$ cat config.mk
export PLATFORM = sky130hd
export DESIGN_NAME = packed_string_table_decoder
export DESIGN_NICKNAME = d
export VERILOG_FILES = /design/src/rtl/core/pstd_pkg.sv /design/src/rtl/core/packed_string_table_decoder.sv
export VERILOG_INCLUDE_DIRS = /design/src /design/src/rtl/core
export SDC_FILE = /design/constraint.sdc
export NUM_CORES = 1
export LEC_CHECK = 0
export ABC_AREA = 1
export BUFFER_PORTS_ARGS = -buffer_cell sky130_fd_sc_hd__buf_2
export CAP_MARGIN = 40
export CORE_UTILIZATION = 25
export DETAILED_ROUTE_END_ITERATION = 7
export HOLD_SLACK_MARGIN = 0.05
export PLACE_DENSITY = 0.49
export RECOVER_POWER = 100
export SLEW_MARGIN = 20
export SYNTH_ARGS = -nofsm -noshare
export SYNTH_HDL_FRONTEND = slang
export SYNTH_SLANG_ARGS = --single-unit
$ cat constraint.sdc
create_clock -name clk -period 14.5 [get_ports clk]
set_input_delay 2.175 -clock clk [delete_from_list [all_inputs] [get_ports clk]]
set_output_delay 2.175 -clock clk [all_outputs]
set_load 0.02 [all_outputs]
$ cat src/rtl/core/packed_string_table_decoder_defines.svh
// Assertion macros for the packed string table decoder.
// Both macros sample on clk and are disabled while rst_n is low.
`ifndef PACKED_STRING_TABLE_DECODER_DEFINES_SVH
`define PACKED_STRING_TABLE_DECODER_DEFINES_SVH

`ifndef ASSERT_OFF

// Property that must hold at every clock edge.
`define PSTD_ASSERT(lbl, prop, msg) \
    lbl: assert property (@(posedge clk) disable iff (!rst_n) (prop)) else $error(msg);

// A condition in one cycle implies a condition in the next cycle.
`define PSTD_ASSERT_NEXT(lbl, pre, post, msg) \
    lbl: assert property (@(posedge clk) disable iff (!rst_n) (pre) |=> (post)) \
        else $error(msg);

`else

`define PSTD_ASSERT(lbl, prop, msg)
`define PSTD_ASSERT_NEXT(lbl, pre, post, msg)

`endif

`endif

$ cat src/rtl/core/pstd_pkg.sv
package pstd_pkg;

    // String count limit of the decoder
    localparam int MAX_STRINGS = 1024;

    // Field widths
    localparam int BYTE_W = 8;
    localparam int SYM_W  = 5;
    localparam int LIT_W  = 7;
    localparam int STR_W  = 10;

    // Bit window: held bits plus one new byte
    localparam int HELD_W = 4;
    localparam int BUF_W  = 15;
    localparam int WIN_W  = BUF_W + BYTE_W;
    localparam int AVL_W  = 5;

    // Field extraction slots per byte and results per byte
    localparam int SLOTS   = 4;
    localparam int RES_MAX = 2;

    // Output queue depth
    localparam int FIFO_DEPTH = 4;
    localparam int FIFO_AW    = 2;
    localparam int FIFO_CW    = 3;

    // Decode phases
    localparam logic [2:0] PH_LENGTH = 3'd0;
    localparam logic [2:0] PH_SYMBOL = 3'd1;
    localparam logic [2:0] PH_ONCE   = 3'd2;
    localparam logic [2:0] PH_FLIP   = 3'd3;
    localparam logic [2:0] PH_SEVEN  = 3'd4;

    // Symbol codes
    localparam logic [4:0] SYM_LETTERS    = 5'd26;
    localparam logic [4:0] SYM_UNDERSCORE = 5'd26;
    localparam logic [4:0] SYM_FF         = 5'd27;
    localparam logic [4:0] SYM_ONCE       = 5'd29;
    localparam logic [4:0] SYM_FLIP       = 5'd30;
    localparam logic [4:0] SYM_LITERAL    = 5'd31;

    // Character values
    localparam logic [7:0] CHAR_UNDERSCORE = 8'h5F;
    localparam logic [7:0] CHAR_FF         = 8'hFF;
    localparam logic [7:0] CHAR_UPPER_A    = 8'd65;
    localparam logic [7:0] CASE_OFFSET     = 8'd32;

    localparam logic [STR_W-1:0] STRING_TOTAL_RESET = 10'd1023;

    typedef struct packed {
        logic [2:0]       phase;
        logic [4:0]       chars_left;
        logic             lower_case;
        logic [STR_W-1:0] current_string;
        logic             first_is_ff;
        logic             first_pending;
    } dec_state_t;

    typedef struct packed {
        logic [BYTE_W-1:0] char_code;
        logic [STR_W-1:0]  string_index;
        logic              last_char;
        logic              empty_string;
        logic              internal_key;
    } result_t;

    typedef struct packed {
        dec_state_t st;
        logic       emit;
        result_t    res;
    } field_out_t;

endpackage

$ cat src/rtl/core/packed_string_table_decoder.sv
// Packed string table decoder. Takes one byte of packed string data per transfer on the
// s_axis side (read MSB first) and gives one decoded character per transfer on the m_axis
// side, with its string index, a last flag on tlast and the empty/internal flags on tuser.
// A string is a 5-bit length, then the codes of that many characters; an empty string gives
// a single result flagged empty. A byte is taken every cycle as long as the 4-entry output
// queue has room for two results. A byte yields up to two results while the output side
// takes at most one result per cycle, so a stream that yields more results than bytes is
// held back by the output side. A byte waits in the input register until the queue
// has room. cfg_wdata written with cfg_we sets how many strings are decoded; once that count
// is reached further bytes are taken and dropped, with the held bits kept so that a larger
// count resumes decoding. At most 15 unused bits are carried between bytes.
`include "packed_string_table_decoder_defines.svh"

module packed_string_table_decoder
(
    input  logic                         clk,
    input  logic                         rst_n,
    // configuration
    input  logic                         cfg_we,
    input  logic [pstd_pkg::STR_W-1:0]   cfg_wdata,      // string_total
    // input stream
    input  logic                         s_axis_tvalid,
    output logic                         s_axis_tready,
    input  logic [7:0]                   s_axis_tdata,   // [7:0] packed_byte
    // output stream
    output logic                         m_axis_tvalid,
    input  logic                         m_axis_tready,
    output logic [23:0]                  m_axis_tdata,   // [7:0] char_code, [17:8] string_index
    output logic                         m_axis_tlast,   // last_char
    output logic [1:0]                   m_axis_tuser    // [0] empty_string, [1] internal_key
);

    // ------------------------------------------------------------------
    // Helper functions
    // ------------------------------------------------------------------
    function automatic logic decoding(input logic [pstd_pkg::STR_W-1:0] cur,
                                      input logic [pstd_pkg::STR_W-1:0] total);
        return (cur < total) && (32'(cur) < pstd_pkg::MAX_STRINGS);
    endfunction

    function automatic logic [7:0] letter(input logic [4:0] v, input logic lower);
        return 8'(v) + pstd_pkg::CHAR_UPPER_A + (lower ? pstd_pkg::CASE_OFFSET : 8'd0);
    endfunction

    function automatic pstd_pkg::dec_state_t finish(input pstd_pkg::dec_state_t st);
        pstd_pkg::dec_state_t ns;
        ns                = st;
        ns.current_string = st.current_string + 1'b1;
        ns.phase          = pstd_pkg::PH_LENGTH;
        ns.chars_left     = 5'd0;
        ns.lower_case     = 1'b1;
        ns.first_pending  = 1'b0;
        return ns;
    endfunction

    // One field through the decode state machine
    function automatic pstd_pkg::field_out_t decode_field(input pstd_pkg::dec_state_t st,
                                                          input logic [6:0] v);
        pstd_pkg::field_out_t fo;
        logic [7:0]           c;
        logic                 is_char;
        logic [4:0]           left;
        logic [4:0]           sym;
        fo.st   = st;
        fo.emit = 1'b0;
        fo.res  = '0;
        c       = 8'd0;
        is_char = 1'b0;
        left    = st.chars_left - 1'b1;
        sym     = v[4:0];
        unique case (st.phase)
            pstd_pkg::PH_LENGTH:
            begin
                if (sym == 5'd0)
                begin
                    fo.emit              = 1'b1;
                    fo.res.char_code     = 8'd0;
                    fo.res.string_index  = st.current_string;
                    fo.res.last_char     = 1'b1;
                    fo.res.empty_string  = 1'b1;
                    fo.res.internal_key  = 1'b0;
                    fo.st                = finish(st);
                end
                else
                begin
                    fo.st.chars_left    = sym;
                    fo.st.lower_case    = 1'b1;
                    fo.st.first_pending = 1'b1;
                    fo.st.first_is_ff   = 1'b0;
                    fo.st.phase         = pstd_pkg::PH_SYMBOL;
                end
            end
            pstd_pkg::PH_SYMBOL:
            begin
                priority if (sym < pstd_pkg::SYM_LETTERS)
                begin
                    is_char = 1'b1;
                    c       = letter(sym, st.lower_case);
                end
                else if (sym == pstd_pkg::SYM_UNDERSCORE)
                begin
                    is_char = 1'b1;
                    c       = pstd_pkg::CHAR_UNDERSCORE;
                end
                else if (sym == pstd_pkg::SYM_FF)
                begin
                    is_char = 1'b1;
                    c       = pstd_pkg::CHAR_FF;
                end
                else if (sym == pstd_pkg::SYM_ONCE)
                begin
                    fo.st.phase = pstd_pkg::PH_ONCE;
                end
                else if (sym == pstd_pkg::SYM_FLIP)
                begin
                    fo.st.lower_case = ~st.lower_case;
                    fo.st.phase      = pstd_pkg::PH_FLIP;
                end
                else if (sym == pstd_pkg::SYM_LITERAL)
                begin
                    fo.st.phase = pstd_pkg::PH_SEVEN;
                end
                else
                begin
                    // symbol 28 passes through as the byte itself
                    is_char = 1'b1;
                    c       = 8'(sym);
                end
            end
            pstd_pkg::PH_ONCE:
            begin
                is_char = 1'b1;
                c       = letter(sym, ~st.lower_case);
            end
            pstd_pkg::PH_FLIP:
            begin
                is_char = 1'b1;
                c       = letter(sym, st.lower_case);
            end
            default:
            begin
                // 7-bit literal
                is_char = 1'b1;
                c       = 8'(v);
            end
        endcase

        // character emit: first-char tracking, count down, close string
        if (is_char)
        begin
            if (st.first_pending)
            begin
                fo.st.first_is_ff   = (c == pstd_pkg::CHAR_FF);
                fo.st.first_pending = 1'b0;
            end
            fo.st.chars_left    = left;
            fo.emit             = 1'b1;
            fo.res.char_code    = c;
            fo.res.string_index = st.current_string;
            fo.res.last_char    = (left == 5'd0);
            fo.res.empty_string = 1'b0;
            fo.res.internal_key = fo.st.first_is_ff;
            if (left == 5'd0)
            begin
                fo.st = finish(fo.st);
            end
            else
            begin
                fo.st.phase = pstd_pkg::PH_SYMBOL;
            end
        end
        return fo;
    endfunction

    // ------------------------------------------------------------------
    // Declarations
    // ------------------------------------------------------------------
    logic [pstd_pkg::STR_W-1:0]   total_reg;

    logic                         in_valid_reg;
    logic                         in_valid_next;
    logic [pstd_pkg::BYTE_W-1:0]  in_byte_reg;

    pstd_pkg::dec_state_t         st_reg;
    pstd_pkg::dec_state_t         st_next;
    logic [pstd_pkg::BUF_W-1:0]   bitbuf_reg;
    logic [pstd_pkg::BUF_W-1:0]   bitbuf_next;
    logic [pstd_pkg::HELD_W-1:0]  held_reg;
    logic [pstd_pkg::HELD_W-1:0]  held_next;

    pstd_pkg::result_t            fifo_mem [pstd_pkg::FIFO_DEPTH];
    logic [pstd_pkg::FIFO_AW-1:0] wr_ptr_reg;
    logic [pstd_pkg::FIFO_AW-1:0] rd_ptr_reg;
    logic [pstd_pkg::FIFO_CW-1:0] cnt_reg;
    logic [pstd_pkg::FIFO_CW-1:0] cnt_next;

    logic                         s_xfer;
    logic                         m_xfer;
    logic                         proc;
    logic                         start_dec;
    logic                         step_open;

    logic [pstd_pkg::WIN_W-1:0]   win;
    logic [pstd_pkg::WIN_W-1:0]   win_shift;
    logic [pstd_pkg::WIN_W-1:0]   win_mask;
    logic [pstd_pkg::AVL_W-1:0]   avail;
    logic [pstd_pkg::AVL_W-1:0]   need;
    logic [6:0]                   field_val;
    pstd_pkg::dec_state_t         st_work;
    pstd_pkg::field_out_t         fo;
    pstd_pkg::result_t            res_out [pstd_pkg::RES_MAX];
    logic [1:0]                   res_cnt;
    logic [1:0]                   push_cnt;
    pstd_pkg::result_t            head;

    // ------------------------------------------------------------------
    // Handshakes
    // ------------------------------------------------------------------
    assign proc          = in_valid_reg && (cnt_reg <= pstd_pkg::FIFO_CW'(pstd_pkg::RES_MAX));
    assign s_axis_tready = !in_valid_reg || proc;
    assign s_xfer        = s_axis_tvalid && s_axis_tready;
    assign m_axis_tvalid = (cnt_reg != '0);
    assign m_xfer        = m_axis_tvalid && m_axis_tready;

    // ------------------------------------------------------------------
    // Configuration register
    // ------------------------------------------------------------------
    always_ff @(posedge clk or negedge rst_n)
    begin
        if (!rst_n)
        begin
            total_reg <= pstd_pkg::STRING_TOTAL_RESET;
        end
        else if (cfg_we)
        begin
            total_reg <= cfg_wdata;
        end
    end

    // ------------------------------------------------------------------
    // Input register
    // ------------------------------------------------------------------
    always_comb
    begin
        in_valid_next = in_valid_reg;
        if (s_xfer)
        begin
            in_valid_next = 1'b1;
        end
        else if (proc)
        begin
            in_valid_next = 1'b0;
        end
    end

    always_ff @(posedge clk or negedge rst_n)
    begin
        if (!rst_n)
        begin
            in_valid_reg <= 1'b0;
        end
        else
        begin
            in_valid_reg <= in_valid_next;
        end
    end

    always_ff @(posedge clk)
    begin
        if (s_xfer)
        begin
            in_byte_reg <= s_axis_tdata;
        end
    end

    // ------------------------------------------------------------------
    // Field extraction: up to SLOTS fields from the bit window per byte
    // ------------------------------------------------------------------
    assign start_dec = decoding(st_reg.current_string, total_reg);
    assign win       = {bitbuf_reg, in_byte_reg};

    always_comb
    begin
        st_work    = st_reg;
        avail      = pstd_pkg::AVL_W'(held_reg) + pstd_pkg::AVL_W'(pstd_pkg::BYTE_W);
        res_cnt    = 2'd0;
        res_out[0] = '0;
        res_out[1] = '0;
        need       = '0;
        win_shift  = '0;
        field_val  = '0;
        fo         = '0;
        for (int s = 0; s < pstd_pkg::SLOTS; s++)
        begin
            need = (st_work.phase == pstd_pkg::PH_SEVEN) ?
                   pstd_pkg::AVL_W'(pstd_pkg::LIT_W) : pstd_pkg::AVL_W'(pstd_pkg::SYM_W);
            if (start_dec && (res_cnt < 2'(pstd_pkg::RES_MAX)) &&
                decoding(st_work.current_string, total_reg) && (avail >= need))
            begin
                win_shift = win >> (avail - need);
                field_val = (st_work.phase == pstd_pkg::PH_SEVEN) ?
                            win_shift[6:0] : {2'b00, win_shift[4:0]};
                fo        = decode_field(st_work, field_val);
                st_work   = fo.st;
                avail     = avail - need;
                if (fo.emit)
                begin
                    res_out[res_cnt[0]] = fo.res;
                    res_cnt             = res_cnt + 2'd1;
                end
            end
        end
    end

    // keep the unused low bits of the window
    assign win_mask = (pstd_pkg::WIN_W'(1) << avail) - pstd_pkg::WIN_W'(1);

    always_comb
    begin
        if (start_dec)
        begin
            st_next     = st_work;
            bitbuf_next = pstd_pkg::BUF_W'(win & win_mask);
            held_next   = avail[pstd_pkg::HELD_W-1:0];
        end
        else
        begin
            st_next     = st_reg;
            bitbuf_next = bitbuf_reg;
            held_next   = held_reg;
        end
    end

    assign step_open = proc && start_dec && decoding(st_next.current_string, total_reg) &&
                       (res_cnt < 2'(pstd_pkg::RES_MAX));

    // ------------------------------------------------------------------
    // Decode state
    // ------------------------------------------------------------------
    always_ff @(posedge clk or negedge rst_n)
    begin
        if (!rst_n)
        begin
            st_reg.phase          <= pstd_pkg::PH_LENGTH;
            st_reg.chars_left     <= 5'd0;
            st_reg.lower_case     <= 1'b1;
            st_reg.current_string <= '0;
            st_reg.first_is_ff    <= 1'b0;
            st_reg.first_pending  <= 1'b0;
            bitbuf_reg            <= '0;
            held_reg              <= '0;
        end
        else if (proc)
        begin
            st_reg     <= st_next;
            bitbuf_reg <= bitbuf_next;
            held_reg   <= held_next;
        end
    end

    // ------------------------------------------------------------------
    // Output queue: up to two writes, one read per cycle
    // ------------------------------------------------------------------
    assign push_cnt = proc ? res_cnt : 2'd0;
    assign cnt_next = cnt_reg + pstd_pkg::FIFO_CW'(push_cnt) - pstd_pkg::FIFO_CW'(m_xfer);

    always_ff @(posedge clk or negedge rst_n)
    begin
        if (!rst_n)
        begin
            wr_ptr_reg <= '0;
            rd_ptr_reg <= '0;
            cnt_reg    <= '0;
        end
        else
        begin
            wr_ptr_reg <= wr_ptr_reg + pstd_pkg::FIFO_AW'(push_cnt);
            rd_ptr_reg <= rd_ptr_reg + pstd_pkg::FIFO_AW'(m_xfer);
            cnt_reg    <= cnt_next;
        end
    end

    always_ff @(posedge clk)
    begin
        if (push_cnt != 2'd0)
        begin
            fifo_mem[wr_ptr_reg] <= res_out[0];
        end
        if (push_cnt == 2'd2)
        begin
            fifo_mem[wr_ptr_reg + 1'b1] <= res_out[1];
        end
    end

    // ------------------------------------------------------------------
    // Output mapping
    // ------------------------------------------------------------------
    assign head         = fifo_mem[rd_ptr_reg];
    assign m_axis_tdata = {6'd0, head.string_index, head.char_code};
    assign m_axis_tlast = head.last_char;
    assign m_axis_tuser = {head.internal_key, head.empty_string};

    // ------------------------------------------------------------------
    // Assertions
    // ------------------------------------------------------------------
    `PSTD_ASSERT(a_fifo_bound, cnt_reg <= pstd_pkg::FIFO_CW'(pstd_pkg::FIFO_DEPTH), "output queue overflow")
    `PSTD_ASSERT_NEXT(a_fifo_hold, !proc && !m_xfer, $stable(cnt_reg), "queue count moved without a transfer")
    `PSTD_ASSERT_NEXT(a_held_drained, step_open, held_reg < pstd_pkg::HELD_W'(pstd_pkg::LIT_W), "full field left unread")

endmodule

== Word-level counts from Yosys, hierarchy flattened ==
Memory sizes are Yosys's and may differ from the RTL's.
Index checks and enable logic that the tools add are counted.

* Reduce and logical (&&, ||, !) cells: 34
* $add $sub $neg: 38
* Muxes and demuxes: 220
* $lt $le $gt $ge: 22
* Shifts and indexed selects: 5
* Equal/unequal tests: 41
* Bitwise logic cells: 8

{| class="wikitable"
|+ Operator list
! kind !! count
|-
| $mux W43 || 8
|-
| $mux W34 || 8
|-
| $mux W42 || 6
|-
| $mux W21 || 9
|-
| $mux W8 || 16
|-
| $pmux W8 S4 || 4
|-
| $bwmux W42 || 3
|-
| $eq A5 B5 Y1 const B || 20
|-
| $mux W5 || 20
|-
| $shr A23 B5 Y7 || 4
|-
| $mux W22 || 4
|-
| $add A10 B1 Y10 const B || 8
|-
| $mux W18 || 4
|-
| $mux W3 || 24
|-
| $add A8 B6 Y8 || 8
|-
| $demux W21 S1 || 3
|-
| $mux W1 || 60
|-
| $mux W7 || 8
|-
| $mux W6 || 8
|-
| $logic_not A5 Y1 || 8
|-
| $lt A10 B10 Y1 || 4
|-
| $mux W10 || 4
|-
| $mux W2 || 19
|-
| $add A5 B7 Y8 const B || 4
|-
| 33 further kinds || 104
|}

* Bits in registers: 66
* Word-level logic and storage cells: 383
* RAM bits: 84
* Output and inout bits: 29
* Memories kept: 1
* Bits of input ports: 23

{| class="wikitable"
|+ Memory list
! memory !! words !! width !! read ports !! clocked after Yosys merged registers in !! wr ports !! RTL line !! text
|-
| fifo_mem || 4 || 21 || 1 || 0 || 2 || packed_string_table_decoder.sv:191 || <nowiki>pstd_pkg::result_t fifo_mem [pstd_pkg::FIFO_DEPTH];</nowiki>
|}

== Longest topological paths before layout ==
Gate-level depths: netlist of the first run.

* Word-level depth: 85
* Depth in mapped cells: 116
* Gate-level depth less buffers: 109

== Worst setup path after synthesis of the first run ==
No wires, ideal clock.

* Path type: reg-to-reg
* From: register st_reg[19] (netlist bit)
* To: memory fifo_mem[1][0] (netlist bit), enable pin
* Period minus slack after synthesis: 14.256 ns
* Path buffers: 9
* Library setup time: 0.378 ns
* Arrival: 13.878 ns
* Data required time: 14.122 ns
* Stages on the path, launching flop included: 107
* Setup slack: 0.244 ns
* Path through: dfrtp_1 nor2_1 nand2_1 inv_1 fa_1 inv_2 clkbuf_1 nand3_1 nand3_1 nand3_1 nand2_1 nand2_1 nand2_1 inv_1 ha_1 nand2_1 inv_1 ha_1 (+71 left out) nor2_1 ha_1 inv_1 nand3_1 nand3_2 nand2_4 nand2_4 nand2_1 nand2_1 nand2_1 nor2_2 inv_2 nand2_2 inv_2 buf_6 nand2_4 buf_6 nand2_1

{| class="wikitable"
|+ RTL lines
! what !! RTL line !! text
|-
| from (decl) || packed_string_table_decoder.sv:184 || <nowiki>pstd_pkg::dec_state_t st_reg;</nowiki>
|-
| from (signal assigned) || packed_string_table_decoder.sv:355 || <nowiki>st_reg <= st_next;</nowiki>
|-
| to (decl) || packed_string_table_decoder.sv:191 ||
|}

== Final worst setup path of the first run ==
* From: register st_reg[18] (netlist bit)
* To: register cnt_reg[2] (netlist bit)

* Cells in the longest elaborated chain, start to end: 72
* Elaborated cells on any way between the ends: 191
* Classes of those cells: add/sub: 16; order compare: 14; eq/ne: 28; shift: 4; mux: 109; reduce/logical: 20

{| class="wikitable"
|+ RTL lines
! what !! RTL line !! text
|-
| $eq A3 B3 Y1 || packed_string_table_decoder.sv:295 || <nowiki>need = (st_work.phase == pstd_pkg::PH_SEVEN) ?</nowiki>
|-
| $mux W2 || packed_string_table_decoder.sv:295 ||
|-
| $sub A5 B3 Y5 || packed_string_table_decoder.sv:300, packed_string_table_decoder.sv:305 ||
|-
| $shr A23 B5 Y7 || packed_string_table_decoder.sv:300 || <nowiki>win_shift = win >> (avail - need);</nowiki>
|-
| $mux W7 || packed_string_table_decoder.sv:301 || <nowiki>field_val = (st_work.phase == pstd_pkg::PH_SEVEN) ?</nowiki>
|-
| $eq A5 B5 Y1 || packed_string_table_decoder.sv:119 || <nowiki>else if (sym == pstd_pkg::SYM_LITERAL)</nowiki>
|-
| $mux W1 || packed_string_table_decoder.sv:119 ||
|-
| $mux W1 || packed_string_table_decoder.sv:114 || <nowiki>else if (sym == pstd_pkg::SYM_FLIP)</nowiki>
|-
| (+57 left out) || n/a ||
|-
| $mux W43 || packed_string_table_decoder.sv:149 || <nowiki>if (is_char)</nowiki>
|-
| $mux W43 || packed_string_table_decoder.sv:297 || <nowiki>if (start_dec && (res_cnt < 2'(pstd_pkg::RES_MAX)) &&</nowiki>
|-
| $mux W2 || packed_string_table_decoder.sv:306 || <nowiki>if (fo.emit)</nowiki>
|-
| $mux W2 (*) || packed_string_table_decoder.sv:297 ||
|-
| $mux W2 (*) || packed_string_table_decoder.sv:364 || <nowiki>assign push_cnt = proc ? res_cnt : 2'd0;</nowiki>
|-
| $add A3 B2 Y3 (*) || packed_string_table_decoder.sv:365 || <nowiki>assign cnt_next = cnt_reg + pstd_pkg::FIFO_CW'(push_cnt) - pstd_pkg::FIFO_CW'(m_xfer);</nowiki>
|-
| $sub A3 B1 Y3 (*) || packed_string_table_decoder.sv:365 ||
|-
| named net cnt_next, one bit || packed_string_table_decoder.sv:195 || <nowiki>logic [pstd_pkg::FIFO_CW-1:0] cnt_next;</nowiki>
|-
| to (signal assigned) || packed_string_table_decoder.sv:379 || <nowiki>cnt_reg <= cnt_next;</nowiki>
|-
| to (decl) || packed_string_table_decoder.sv:194 || <nowiki>logic [pstd_pkg::FIFO_CW-1:0] cnt_reg;</nowiki>
|}

The timed path passes the listed nets; every way through them passes the cells marked *. The select of a mux whose other input is x is not followed.
A chain may end at the register's enable or synchronous reset.

==> impl_metrics.env, run 1 <==
export IMPL_worstSetupPathType="flip-flop to flip-flop"
export IMPL_hold_depth=2
export IMPL_synth_edf_count=92
export IMPL_numClockSinks=150
export IMPL_gp_congestion=0.962
export IMPL_die_x_um=285
export IMPL_cts_buffers=17
export IMPL_largest_register_ffs=84
export IMPL_rrSetupSlack_ns=0.80
export IMPL_tritoncts="done"
export IMPL_cap_viol_max_count=2
export IMPL_wire_per_inst_um=18.7
export IMPL_start_kind="flip-flop"
export IMPL_synth_cell_types=70
export IMPL_violations="capacitance limit, slew limit"
export IMPL_insertion_delay_ns=0.48
export IMPL_endpoint_kind="flip-flop"
export IMPL_slew_viol_final=91
export IMPL_rr_startpoint="st_reg[18]"
export IMPL_slew_headroom_pct=-95.5
export IMPL_netlist_area_um2=20100
export IMPL_cp_max_fo=25
export IMPL_critPathSlowestCell="fa_2"
export IMPL_syn_instance_count=3293
export IMPL_final_cell_mix="959 x nand2_1, 510 x nand3_1, 307 x inv_1"
export IMPL_startpoint="st_reg[18]"
export IMPL_final_nets=3516
export IMPL_ios=52
export IMPL_grt_use_total_pct=20.0
export IMPL_syn_area_per_cell_um2=6.09
export IMPL_status="finished, violations left"
export IMPL_vias_per_cell=5.14
export IMPL_drtAntennaViolNets=0
export IMPL_fin_setup_tns_ns=0
export IMPL_hold_buffers=0
export IMPL_clk_pin_slew_ns=0.08
export IMPL_num_vias=22900
export IMPL_cpMostUsedCell="nand2_1"
export IMPL_clock_path_buffers=2
export IMPL_skew_ns=0.0163
export IMPL_synth_main_ff_cell="edfxtp_1"
export IMPL_rows=103
export IMPL_ys_ff_latch=150
export IMPL_fp_dieH_um=285
export IMPL_async_flop_share_pct=38.7
export IMPL_grt_pass1_vias=21200
export IMPL_antenna_found_initial=0
export IMPL_diodes=0
export IMPL_drt_wl_total_um=83200
export IMPL_final_common_cell="nand2_1"
export IMPL_core_area_um2=79300
export IMPL_grt_first_pass_wirelength_um=126000
export IMPL_seq_area_frac_synth_pct=21.1
export IMPL_drtPass1Iterations=6
export IMPL_holdCritPathClass="flip-flop to flip-flop"
export IMPL_critPathCapture="cnt_reg[2]"
export IMPL_finalSetupViolations=0
export IMPL_die_area_um2=81400
export IMPL_dp_hpwl_um=64600
export IMPL_fmax_mhz=73.0
export IMPL_grt_start_max_net_pins=46
export IMPL_drive_above_1_share_pct=13.4
export IMPL_reg2reg_to="cnt_reg[2]"
export IMPL_hold_violations=0
export IMPL_reg2reg_depth=87
export IMPL_initial_core_util_pct=25.3
export IMPL_fin_crit_ns=13.70
export IMPL_period_share_pct=94.5
export IMPL_tightest_slew_ns=2.93
export IMPL_yosys_warnings=0
export IMPL_root_buffer="clkbuf_16"
export IMPL_syn_to_final_growth_pct=16.0
export IMPL_drc=0
export IMPL_grt_overflow=0
export IMPL_h_tree_depth=4
export IMPL_drtIter0Drc=1847
export IMPL_arrival_ns=14.07
export IMPL_max_stage_delay_ns=0.71
export IMPL_cp_required_ns=14.87
export IMPL_port_buffers=45
[worst max-delay path: cells and delay by family (launching register included)]
kind | cells | cell delay, ns
compound gates | 10 | 1.98
xor+xnor | 1 | 0.14
fa+ha+maj | 12 | 3.92
buf+inv | 20 | 2.33
flops | 1 | 0.38
simple gates | 44 | 4.82
[layer usage]
layer  GRT usage, %  wire length (um)
met5              0                 0
met4           9.24              3630
met3           1.84              3800
met2           33.2             39100
met1           26.0             36700
[worst min-delay path by stage]
stage                 startpoint      endpoint  slack, ns
CTS                 in_valid_reg  in_valid_reg       0.53
floorplan             st_reg[11]    st_reg[11]       0.47
global placement    in_valid_reg  in_valid_reg       0.51
global route        in_valid_reg  in_valid_reg       0.56
detailed placement  in_valid_reg  in_valid_reg       0.52
finish              in_valid_reg  in_valid_reg       0.53
[layout make-up]
type	count	area, um2
clock buffers	17	425
clock inverters	15	203
fillers	8869	56000
inverters	357	1370
multi-input cells	2643	14100
flip-flops and latches	150	4230
well taps	1050	1310
repair buffers	216	1660
repair inverters	1	8.76
[cell usage after synthesis (all sizes together), types with 11 or more instances]
master | count | area [um2]
nand2 | 1036 | 4100
nand3 | 531 | 2760
inv | 352 | 1320
o21ai | 289 | 1480
nor2 | 238 | 1040
a21oi | 102 | 514
ha | 102 | 1280
edfxtp | 92 | 2760
buf | 90 | 533
clkbuf | 58 | 218
o22ai | 50 | 313
dfrtp | 47 | 1180
o211ai | 46 | 345
nand4 | 42 | 284
xor2 | 40 | 369
nor3 | 29 | 145
a22oi | 15 | 113
a31oi | 13 | 81.3
dfstp | 11 | 289
o31ai | 11 | 82.6
[cell families (layout without fill, tap and decap cells)]
group                      after synthesis  in the layout  share of synthesized area, %
xor gates and xnor gates                49             49                          2.33
adders and majority gates              107            107                          6.86
DFF                                    150            150                          21.1
and+or+nand+nor                       1892           1892                          42.0
other                                    1              6                        0.0187
buffers and inverters                  505            606                          10.4
muxes                                    2              2                        0.0998
AOI/OAI and AO/OA                      587            587                          17.2
[stage by stage]
| step | util [%] | area, um2 | hold slack (ns) | setup WS (ns) | instances |
|---|---|---|---|---|---|
| final | 29.4 | 23300 | 0.528 | 0.800 | 4449 |
| after global routing | 29.4 | 23300 | 0.564 | -0.147 | 4449 |
| after CTS | 28.5 | 22600 | 0.534 | 0.0180 | 4414 |
| after detailed placement | 27.7 | 21900 | 0.517 | -0.399 | 4382 |
| after global placement | 27.6 | 21900 | 0.512 | -0.0165 | 4376 |
| after floorplan | - | 20100 | 0.475 | 0.244 | 3298 |
[repair_timing]
| action | in CTS | in global routing |
|---|---|---|
| endpoints found under the setup margin | 163 | 210 |
| pin swaps | 0 | 28 |
| setup buffers | 0 | 30 |
| gates cloned | 0 | 5 |
| resized for setup | 16 | 124 |
Power of run 1 is not shown: default switching activity piles up to over one toggle a cycle in this logic, so the estimate is an artifact.
==> inputs of run 2 (changes only) <==
Settings changed: PLACE_DENSITY 0.49 to 0.44.
==> impl_metrics.env, run 2 (synthesized netlist as in run 1, its figures left out) <==
export IMPL_vias_per_cell=5.11
export IMPL_status="finished, violations left"
export IMPL_nFillCells=8949
export IMPL_port_buffers=45
export IMPL_num_vias=22900
export IMPL_grt_first_pass_wirelength_um=131000
export IMPL_slew_viol_final=123
export IMPL_drive_above_1_share_pct=14.0
export IMPL_die_area_um2=81400
export IMPL_diodes=0
export IMPL_drt_wl_total_um=88000
export IMPL_period_share_pct=93.6
export IMPL_largest_register_ffs=84
export IMPL_skew_ns=0.0161
export IMPL_clock_path_buffers=2
export IMPL_tightest_slew_ns=3.01
export IMPL_rows=103
export IMPL_cp_required_ns=14.87
export IMPL_grt_start_max_net_pins=47
export IMPL_insertion_delay_ns=0.49
export IMPL_finalSetupViolations=0
export IMPL_ios=52
export IMPL_drc=2
export IMPL_drtPass1Iterations=8
export IMPL_max_stage_delay_ns=0.71
export IMPL_grt_use_total_pct=21.1
export IMPL_fin_crit_ns=13.58
export IMPL_root_buffer="clkbuf_16"
export IMPL_arrival_ns=13.95
export IMPL_final_cell_mix="958 x nand2_1, 510 x nand3_1, 313 x inv_1"
export IMPL_final_nets=3549
export IMPL_critPathSlowestCell="fa_2"
export IMPL_worstSetupPathType="flip-flop to flip-flop"
export IMPL_clk_pin_slew_ns=0.08
export IMPL_grt_overflow=0
export IMPL_final_common_cell="nand2_1"
export IMPL_endpoint_kind="flip-flop"
export IMPL_grt_pass1_vias=21200
export IMPL_drtAntennaViolNets=0
export IMPL_cap_viol_max_count=3
export IMPL_start_kind="flip-flop"
export IMPL_holdCritPathClass="flip-flop to flip-flop"
export IMPL_gp_congestion=0.963
export IMPL_fmax_mhz=73.6
export IMPL_cts_buffers=17
export IMPL_core_area_um2=79300
export IMPL_wire_per_inst_um=19.6
export IMPL_fp_dieH_um=285
export IMPL_syn_to_final_growth_pct=17.1
export IMPL_initial_core_util_pct=25.3
export IMPL_cp_max_fo=24
export IMPL_slew_headroom_pct=-101
export IMPL_drtIter0Drc=1908
export IMPL_hold_violations=0
export IMPL_violations="DRC, capacitance limit, slew limit"
export IMPL_cpMostUsedCell="nand2_1"
export IMPL_tritoncts="done"
export IMPL_hold_buffers=0
export IMPL_whs_ns=0.553
export IMPL_dp_hpwl_um=67600
export IMPL_numClockSinks=150
export IMPL_grt_setup_unrepaired="true"
export IMPL_antenna_found_initial=0
export IMPL_h_tree_depth=4
export IMPL_die_x_um=285
==> run 2: final timing paths <==
| path | from | to | slack [ns] | depth (start not counted) |
|---|---|---|---|---|
| setup / recovery | st_reg[18] | cnt_reg[2] | 0.92 | 84 |
| hold / removal | in_valid_reg | in_valid_reg | 0.55 | 2 |
| setup reg to reg | st_reg[18] | cnt_reg[2] | 0.92 | 84 |
| hold reg to reg | in_valid_reg | in_valid_reg | 0.55 | 2 |
| max in group asynchronous | rst_n | bitbuf_reg[12] | 9.31 | 2 |
| min in group asynchronous | rst_n | st_reg[9] | 1.81 | 1 |
==> run 2: critical path: cells and delay by family, from the launching register on <==
| family | cells | cell delay [ns] |
|---|---|---|
| buf+inv | 20 | 2.02 |
| compound gates | 6 | 1.21 |
| simple gates | 44 | 5.66 |
| xor+xnor | 3 | 0.56 |
| fa+ha+maj | 11 | 3.64 |
| flops | 1 | 0.36 |
==> run 2: timing repair <==
item | 4_1_cts | 5_1_grt
pin swaps | 1 | 24
gates cloned | 0 | 8
setup endpoints to repair | 143 | 213
setup buffers | 5 | 38
resized for setup | 15 | 103
==> run 2: cell type report <==
type / instances / area [um2] / share of cell area (%)
Timing Repair inverter: 1 / 6.26 / 0.0266
Multi-Input combinational cell: 2643 / 14100 / 59.9
Clock inverter: 14 / 161 / 0.687
Timing Repair Buffer: 249 / 1940 / 8.24
Tap cell: 1050 / 1310 / 5.59
Sequential cell: 150 / 4230 / 18.0
Inverter: 357 / 1360 / 5.78
Clock buffer: 17 / 425 / 1.81
==> run 2: metrics by stage <==
step / TNS, ns / area, um2 / utilization (%) / std cells / setup WS (ns)
2_1_floorplan: 0 / 20100 / - / 3298 / 0.244
3_3_place_gp: -1.65 / 22000 / 27.8 / 4394 / -0.0633
3_5_place_dp: -26.89 / 22100 / 27.9 / 4398 / -0.425
4_1_cts: 0 / 22800 / 28.7 / 4434 / 0.0149
5_1_grt: -2.28 / 23500 / 29.6 / 4481 / -0.0757
6_report: 0 / 23500 / 29.6 / 4481 / 0.922
==> run 2: routing by layer <==
layer	share of wire [%]	routed length, um	global-route usage [%]
met2	47	41100	35.1
met5	0	0	0
met1	45	39500	28.0
met3	4.5	3970	1.75
met4	3.8	3370	8.61
Power of run 2 is left out for the same reason.
